## src/hdl/cfsd_pkg.sv

```systemverilog
// Shared types and constants for the CAN frame stream deframer.
package cfsd_pkg;

  // Parser phase; the unused code is parsed as the header phase.
  typedef enum logic [1:0] {
    PH_HEADER = 2'd0,
    PH_DATA   = 2'd1,
    PH_SKIP   = 2'd2
  } phase_t;

  // Input command codes.
  localparam logic CMD_BYTE  = 1'b0;
  localparam logic CMD_CLEAR = 1'b1;

  // Result event codes.
  localparam logic EV_FRAME   = 1'b0;
  localparam logic EV_BAD_LEN = 1'b1;

  // Frame layout.
  localparam int unsigned ID_BYTES     = 4;
  localparam int unsigned HEADER_BYTES = 5;
  localparam int unsigned DLC_LIMIT    = 8;

endpackage

```

## src/hdl/can_frame_stream_deframer_top.sv

```systemverilog
// Byte stream deframer: header, length and payload parsing with a result register.
//
// The input channel (in_valid, in_stall, in_command, in_byte_in) takes one
// transaction per cycle while in_stall is low: a stream byte, or a clear command
// that drops any partly parsed frame (used when the link connects or disconnects).
// Frames are a 4-byte little-endian identifier, a length byte and that many
// data bytes. A result transaction on the output channel carries the event
// kind, identifier, length and payload (first data byte in bits 7:0).
// A length above 8 gives an invalid-length result at the length byte, and
// the parser then drops bytes up to length minus 1 counted from frame start.
// The result of an accepted byte is registered in the output register and
// is valid after the edge that accepts it. Throughput is one byte per cycle
// while in_stall is low, set by the single parse stage feeding the output register.
// in_stall rises only while a result sits in the output register and the
// receiver stalls; the parse state then holds until the result drains.
// Reset (rst_n low, synchronous) returns the parser to the header phase
// and empties the output register.
module can_frame_stream_deframer_top #(
  parameter int unsigned MAX_DATA_LEN = 8
) (
  input  logic        clk,
  input  logic        rst_n,
  input  logic        in_valid,
  output logic        in_stall,
  input  logic        in_command,
  input  logic [7:0]  in_byte_in,
  output logic        out_valid,
  input  logic        out_stall,
  output logic        out_event_kind,
  output logic [31:0] out_frame_id,
  output logic [7:0]  out_data_length,
  output logic [63:0] out_payload
);

  localparam int unsigned PL_W = MAX_DATA_LEN * 8;

  cfsd_pkg::phase_t phase_r, phase_nxt;
  logic [3:0]       cnt_r, cnt_nxt;
  logic [31:0]      id_r, id_nxt;
  logic [7:0]       len_r, len_nxt;
  logic [PL_W-1:0]  pl_r, pl_nxt;
  logic [7:0]       skip_r, skip_nxt;

  logic        ov_r;
  logic        okind_r, okind_nxt;
  logic [31:0] oid_r, oid_nxt;
  logic [7:0]  olen_r, olen_nxt;
  logic [63:0] opl_r, opl_nxt;
  logic        emit;
  logic        accept;
  logic [3:0]  cnt_inc;

  assign in_stall = ov_r & out_stall;
  assign accept   = in_valid & ~in_stall;
  assign cnt_inc  = cnt_r + 4'd1;

  always_comb begin
    phase_nxt = phase_r;
    cnt_nxt   = cnt_r;
    id_nxt    = id_r;
    len_nxt   = len_r;
    pl_nxt    = pl_r;
    skip_nxt  = skip_r;
    emit      = 1'b0;
    okind_nxt = cfsd_pkg::EV_FRAME;
    oid_nxt   = id_r;
    olen_nxt  = len_r;
    opl_nxt   = '0;

    if (in_command == cfsd_pkg::CMD_CLEAR) begin
      phase_nxt = cfsd_pkg::PH_HEADER;
      cnt_nxt   = '0;
      id_nxt    = '0;
      len_nxt   = '0;
      pl_nxt    = '0;
      skip_nxt  = '0;
    end else begin
      unique case (phase_r)
        cfsd_pkg::PH_SKIP: begin
          if (skip_r > 8'd1) begin
            skip_nxt = skip_r - 8'd1;
          end else begin
            phase_nxt = cfsd_pkg::PH_HEADER;
            cnt_nxt   = '0;
            id_nxt    = '0;
            len_nxt   = '0;
            pl_nxt    = '0;
            skip_nxt  = '0;
          end
        end
        cfsd_pkg::PH_DATA: begin
          for (int i = 0; i < MAX_DATA_LEN; i++) begin
            if (cnt_r == 4'(i)) pl_nxt[i*8 +: 8] = pl_r[i*8 +: 8] | in_byte_in;
          end
          cnt_nxt = cnt_inc;
          if ({4'd0, cnt_inc} >= len_r) begin
            emit = 1'b1;
            if (len_r <= 8'(MAX_DATA_LEN)) opl_nxt = 64'(pl_nxt);
            phase_nxt = cfsd_pkg::PH_HEADER;
            cnt_nxt   = '0;
            id_nxt    = '0;
            len_nxt   = '0;
            pl_nxt    = '0;
            skip_nxt  = '0;
          end
        end
        default: begin
          phase_nxt = cfsd_pkg::PH_HEADER;
          if (cnt_r < 4'(cfsd_pkg::ID_BYTES)) begin
            for (int i = 0; i < cfsd_pkg::ID_BYTES; i++) begin
              if (cnt_r == 4'(i)) id_nxt[i*8 +: 8] = id_r[i*8 +: 8] | in_byte_in;
            end
            cnt_nxt = cnt_inc;
          end else begin
            olen_nxt = in_byte_in;
            cnt_nxt  = '0;
            pl_nxt   = '0;
            if (in_byte_in > 8'(cfsd_pkg::DLC_LIMIT)) begin
              // Drop the rest of the oversized frame; at least three bytes remain.
              emit      = 1'b1;
              okind_nxt = cfsd_pkg::EV_BAD_LEN;
              skip_nxt  = in_byte_in - 8'(cfsd_pkg::HEADER_BYTES + 1);
              id_nxt    = '0;
              len_nxt   = '0;
              phase_nxt = cfsd_pkg::PH_SKIP;
            end else if (in_byte_in == 8'd0) begin
              emit     = 1'b1;
              id_nxt   = '0;
              len_nxt  = '0;
              skip_nxt = '0;
            end else begin
              len_nxt   = in_byte_in;
              phase_nxt = cfsd_pkg::PH_DATA;
            end
          end
        end
      endcase
    end
  end

  always_ff @(posedge clk) begin
    if (!rst_n) begin
      phase_r <= cfsd_pkg::PH_HEADER;
      cnt_r   <= '0;
      id_r    <= '0;
      len_r   <= '0;
      pl_r    <= '0;
      skip_r  <= '0;
    end else if (accept) begin
      phase_r <= phase_nxt;
      cnt_r   <= cnt_nxt;
      id_r    <= id_nxt;
      len_r   <= len_nxt;
      pl_r    <= pl_nxt;
      skip_r  <= skip_nxt;
    end
  end

  always_ff @(posedge clk) begin
    if (!rst_n) begin
      ov_r <= 1'b0;
    end else if (accept && emit) begin
      ov_r <= 1'b1;
    end else if (!out_stall) begin
      ov_r <= 1'b0;
    end
  end

  always_ff @(posedge clk) begin
    if (accept && emit) begin
      okind_r <= okind_nxt;
      oid_r   <= oid_nxt;
      olen_r  <= olen_nxt;
      opl_r   <= opl_nxt;
    end
  end

  assign out_valid       = ov_r;
  assign out_event_kind  = okind_r;
  assign out_frame_id    = oid_r;
  assign out_data_length = olen_r;
  assign out_payload     = opl_r;

endmodule

```

## config.mk

```make
export PLATFORM = sky130hd
export DESIGN_NAME = can_frame_stream_deframer_top
export DESIGN_NICKNAME = d
export VERILOG_FILES = /design/src/hdl/cfsd_pkg.sv /design/src/hdl/can_frame_stream_deframer_top.sv
export SDC_FILE = /design/constraint.sdc
export NUM_CORES = 1
export LEC_CHECK = 0
export BUFFER_PORTS_ARGS = -buffer_cell sky130_fd_sc_hd__buf_2
export CAP_MARGIN = 5
export CORE_MARGIN = 10
export CORE_UTILIZATION = 61
export CTS_CLUSTER_SIZE = 16
export DETAILED_ROUTE_END_ITERATION = 6
export GPL_TIMING_DRIVEN = 1
export PLACE_DENSITY_LB_ADDON = 0.08
export SYNTH_ARGS = -nofsm -noshare
export SYNTH_HDL_FRONTEND = slang
export SYNTH_SLANG_ARGS = --single-unit
```

## constraint.sdc

```tcl
create_clock -name clk -period 26.3 [get_ports clk]
set_input_delay 2.63 -clock clk [delete_from_list [all_inputs] [get_ports clk]]
set_output_delay 2.63 -clock clk [all_outputs]
set_load 0.03 [all_outputs]
```

=== Yosys cells after proc, flatten, opt, wreduce, memory -nomap -nowiden ===
Index checks and enable logic that the tools add are counted.
W data, S select, Z words.

* Output and inout bits: 107
* Bits in registers: 224
* Input port bits: 13

* Mux-type cells: 61
* Reduce and logical (&&, ||, !) cells: 17
* Add/subtract/negate cells: 3
* $lt $le $gt $ge: 5
* Eq/ne operators: 17
* Bitwise operators: 18

{| class="wikitable"
|+ Operators by type and width
! operator !! number
|-
| $mux W64 || 4
|-
| $mux W8 || 26
|-
| $mux W32 || 6
|-
| $pmux W64 S2 || 1
|-
| $or A8 B8 Y8 || 12
|-
| $pmux W32 S2 || 1
|-
| $pmux W8 S2 || 2
|-
| $ne A5 B3 Y1 const B || 4
|-
| $reduce_and A5 Y1 || 4
|-
| $eq A4 B3 Y1 const B || 4
|-
| $mux W4 || 4
|-
| $mux W2 || 5
|-
| $mux W1 || 9
|-
| $eq A4 B2 Y1 const B || 2
|-
| $ge A4 B8 Y1 || 1
|-
| $gt A8 B1 Y1 const B || 1
|-
| $gt A8 B4 Y1 const B || 1
|-
| $le A8 B4 Y1 const B || 1
|-
| $logic_not A8 Y1 || 1
|-
| $pmux W4 S2 || 1
|-
| $reduce_and A4 Y1 || 2
|-
| $reduce_or A4 Y1 || 2
|-
| $sub A8 B1 Y8 const B || 1
|-
| $sub A8 B3 Y8 const B || 1
|-
| other kinds (19) || 25
|}

=== Longest topological paths before layout ===
* Depth in word-level cells: 8
* Depth in mapped cells: 12
* Gate-level depth less buffers: 9

=== Worst setup path before layout ===
Ideal clock, no wire load.

* Path kind: in2reg
* From: input in_byte_in[2]
* To: register olen_r[0] (netlist: out_data_length[0]), enable pin
* Required time: 25.603 ns
* Cell stages on the path: 5
* Setup time: 0.697 ns
* Setup slack: 14.869 ns
* Path buffers: 1
* Arrival: 10.734 ns
* Cell sequence: clkbuf_1 or4_1 nand3_1 a32oi_1 nor3_1

* Word-level cells in the longest chain between the ends: 7

{| class="wikitable"
|+ RTL lines
! what !! line !! source
|-
| from (decl) || can_frame_stream_deframer_top.sv:26 || <nowiki>input logic [7:0] in_byte_in,</nowiki>
|-
| parallel branches: the longest is 2 deep, another holds $gt A8 B4 Y1 || n/a ||
|-
| $mux W1 (*) || can_frame_stream_deframer_top.sv:118 || <nowiki>if (in_byte_in > 8'(cfsd_pkg::DLC_LIMIT)) begin</nowiki>
|-
| $mux W1 (*) || can_frame_stream_deframer_top.sv:109 || <nowiki>if (cnt_r < 4'(cfsd_pkg::ID_BYTES)) begin</nowiki>
|-
| $pmux W1 S2 (*) || can_frame_stream_deframer_top.sv:78 || <nowiki>unique case (phase_r)</nowiki>
|-
| $mux W1 (*) || can_frame_stream_deframer_top.sv:70 || <nowiki>if (in_command == cfsd_pkg::CMD_CLEAR) begin</nowiki>
|-
| $logic_and A1 B1 Y1 (*) || can_frame_stream_deframer_top.sv:170 || <nowiki>if (accept && emit) begin</nowiki>
|-
| to (signal assigned) || can_frame_stream_deframer_top.sv:173 || <nowiki>olen_r <= olen_nxt;</nowiki>
|-
| to (decl) || can_frame_stream_deframer_top.sv:47 || <nowiki>logic [7:0] olen_r, olen_nxt;</nowiki>
|}

Mark *: on every way between the ends.
A chain may end at the register's enable or synchronous reset.

=== Final worst setup path ===
* From: input out_stall
* To: output in_stall

* Word-level cells in the longest chain between the ends: 1

{| class="wikitable"
|+ RTL lines
! what !! line !! source
|-
| from (decl) || can_frame_stream_deframer_top.sv:28 || <nowiki>input logic out_stall,</nowiki>
|-
| $and A1 B1 Y1 || can_frame_stream_deframer_top.sv:53 || <nowiki>assign in_stall = ov_r & out_stall;</nowiki>
|-
| to (decl) || can_frame_stream_deframer_top.sv:24 || <nowiki>output logic in_stall,</nowiki>
|}

Every way passes these cells.

==> results.ini <==
[die]
fp.dieW_um = 140
io_pins = 120
dieArea_um2 = 19500
core_um2 = 14000
initial_core_util = 0.625
rows = 43
die_h_um = 140

[detailed_routing]
wl_per_cell_um = 19.2
drc = 0
first_iter_violations = 629
drt-total-wl_um = 21200
firstDrtPassIters = 5
vias = 6534
drtAntennaViolNets = 0
via_per_inst = 5.92

[global_route]
grtUsageMet3 = 0.0517
antenna_found_initial = 0
grt_max_degree = 66
grt_pass1_wl_um = 34100
grtUsageMet2 = 0.331
grt-ovfl-total = 0
grt_pass1_vias = 6398
gr-usage-met1 = 0.280
grt_usage = 0.209
grt-busiest-layer = met2

[critical_path]
crit_arrival_ns = 3.04
crit_path_cell_trace = buf_2 -> nand2_1 -> inv_1 -> buf_2
cp.buffers_inverters = 3
crit_top_cell = buf_2
timing.rr.start = cnt_r[0]
cpMaxStageDelayCell = buf_2
crit_type = in -> out
critPathTopFamily = buffers and inverters
cp-start-kind = input port
required_ns = 23.67
ff2ff_setup_slack_ns = 22.89
rr_endpoint = skip_r[6]
slowest_delay_ns = 0.20
worst-path-max-fanout = 3
end_kind = primary output
reg2reg_depth = 9

[clocking]
cts_resized = 0
clock-sinks = 224
tritoncts = built
clk_pin_slew_ns = 0.07
htreeDepth = 1
clk_latency_ns = 0.50
post_cts_buffers = 0
clockBufferDepth = 3
cts_buffers = 22
cts.root.buffer_cell = clkbuf_16
cts-hold-fix-buffers = 0

[place]
placed_area_um2 = 9280
hpwlAfterDp_um = 13500
place_congestion = 0.826
portBuffers = 119
place_ws_ns = 20.63
placed_cells = 1063

[logic_synthesis]
ys_ff_latch = 224
syn-num-nets = 856
synth_warnings = 0
synth.avg_cell_area_um2 = 10.5
synth-edff-count = 105
ys_seq_area_frac = 0.633
ys_async_sr_fraction = 0
synthFlopType = dfxtp_1
syn_inst = 830
synth_area_um2 = 8750
synthDistinctLibCells = 56

[worst_hold_path]
min-delay-start = id_r[27]
holdPathStages = 0
min_to = out_frame_id[27]
hp-class = reg -> reg

[layout]
fin_nets = 933
area_growth_pct = 14.6
final_area_um2 = 10000
finalNonFillerCells = 1103
diodes = 0
fin_util = 0.717
fillers = 1031
drive_above_1_share = 0.199

[sta]
skew_ns = 0.0153
max_freq_mhz = 176
relSlewSlack = 0.271
setup_slack_ns = 20.63
min_period_over_period = 0.215
min_period_ns = 5.67
slew_viol_final = 0
worstMarginPinSlew_ns = 1.09
fin_setup_tns_ns = 0
setup_viol = 0
hold_violations = 0
rsz0062_at_grt = no

[pwr]
p_per_area_nw_per_um2 = 71.6
max-vdd-ir-drop_mv = 0.0547
power_leakage_nw = 3.43

[flow_run]
drv_cap = 0

[run_status]
status = finished clean

-- synth_stat cells (4+ instances only) --
| master | count | area, µm² |
|---|---|---|
| a21oi_1 | 143 | 716 |
| a31oi_1 | 18 | 113 |
| a41oi_1 | 16 | 140 |
| and2_1 | 18 | 113 |
| and3_1 | 5 | 31.3 |
| buf_2 | 10 | 50.1 |
| buf_6 | 7 | 78.8 |
| clkbuf_1 | 50 | 188 |
| dfxtp_1 | 119 | 2380 |
| edfxtp_1 | 105 | 3150 |
| ha_1 | 13 | 163 |
| inv_1 | 13 | 48.8 |
| mux2_2 | 6 | 67.6 |
| nand2_1 | 27 | 101 |
| nand2b_1 | 4 | 25.0 |
| nand3_1 | 11 | 55.1 |
| nor2_1 | 171 | 642 |
| nor2b_1 | 7 | 43.8 |
| nor3_1 | 9 | 45.0 |
| o21ai_0 | 10 | 50.1 |
| o31ai_1 | 4 | 30.0 |
| or2_2 | 7 | 43.8 |
| xnor2_1 | 4 | 35.0 |
| xor2_1 | 4 | 35.0 |
-- cell families after synthesis --
kind of cell,count (synthesis),synth area share
AND/OR/NAND/NOR,273,0.138
flip-flops,224,0.633
AO/OA/AOI/OAI,221,0.150
buffers and inverters,83,0.0431
adder cells (fa/ha/maj),13,0.0186
XOR/XNOR,8,0.00801
multiplexers,8,0.0100
-- state kept, by name, indices dropped and copies added (netlist names) --
| signal | count |
|---|---|
| out_data_length | 8 |
| id_r | 32 |
| pl_r | 64 |
| cnt_r | 4 |
| skip_r | 8 |
| out_frame_id | 32 |
| out_event_kind | 1 |
| len_r | 8 |
| out_payload | 64 |
| phase_r | 2 |
| out_valid | 1 |
-- per-layer routing --
| layer | vias to the layer above | part of all wire |
|---|---|---|
| li1 | 3081 | - |
| met1 | 3106 | 0.42 |
| met2 | 308 | 0.47 |
| met3 | 39 | 0.095 |
| met4 | 0 | 0.019 |
| met5 | - | 0 |
-- worst max-delay path by stage --
stage	start	end	slack (ns)	depth (start not counted)
floorplan	in_byte_in[2]	out_data_length[0]	14.87	5
global placement	out_stall	in_stall	20.64	4
detailed placement	out_stall	in_stall	20.63	4
CTS	out_stall	in_stall	20.63	4
global route	out_stall	in_stall	20.59	4
finish	out_stall	in_stall	20.63	4
-- stage by stage --
| stage | hold slack [ns] | total power, mW |
|---|---|---|
| after floorplan | 0.409 | 0.402 |
| after global placement | 0.416 | 0.408 |
| after detailed placement | 0.425 | 0.410 |
| after CTS | 0.440 | 0.720 |
| after global routing | 0.446 | 0.738 |
| final | 0.443 | 0.718 |
-- power by group --
part | total (mW) | switching [mW] | internal, mW
clock network | 0.314 | 0.129 | 0.185
logic | 0.0338 | 0.0238 | 0.00996
registers | 0.370 | 0.00307 | 0.366
total | 0.718 | 0.156 | 0.562
-- area by class of cell --
cell class / count / area (µm²) / area share
Sequential cell: 224 / 5540 / 0.552
Clock buffer: 31 / 656 / 0.0654
Multi-Input combinational cell: 523 / 2850 / 0.284
Timing Repair Buffer: 123 / 626 / 0.0624
Clock inverter: 9 / 91.3 / 0.00911
Inverter: 13 / 48.8 / 0.00487
Tap cell: 180 / 225 / 0.0225
-- placed cells by master (no fill, tap or decap), types with 16 or more instances in the layout --
cell type	n
edfxtp_1	105
and2_1	18
nor2_1	171
buf_2	119
a21oi_1	143
clkbuf_16	23
a31oi_1	18
nand2_1	27
dfxtp_1	119
a41oi_1	16
(Power assumes the default switching activity.)
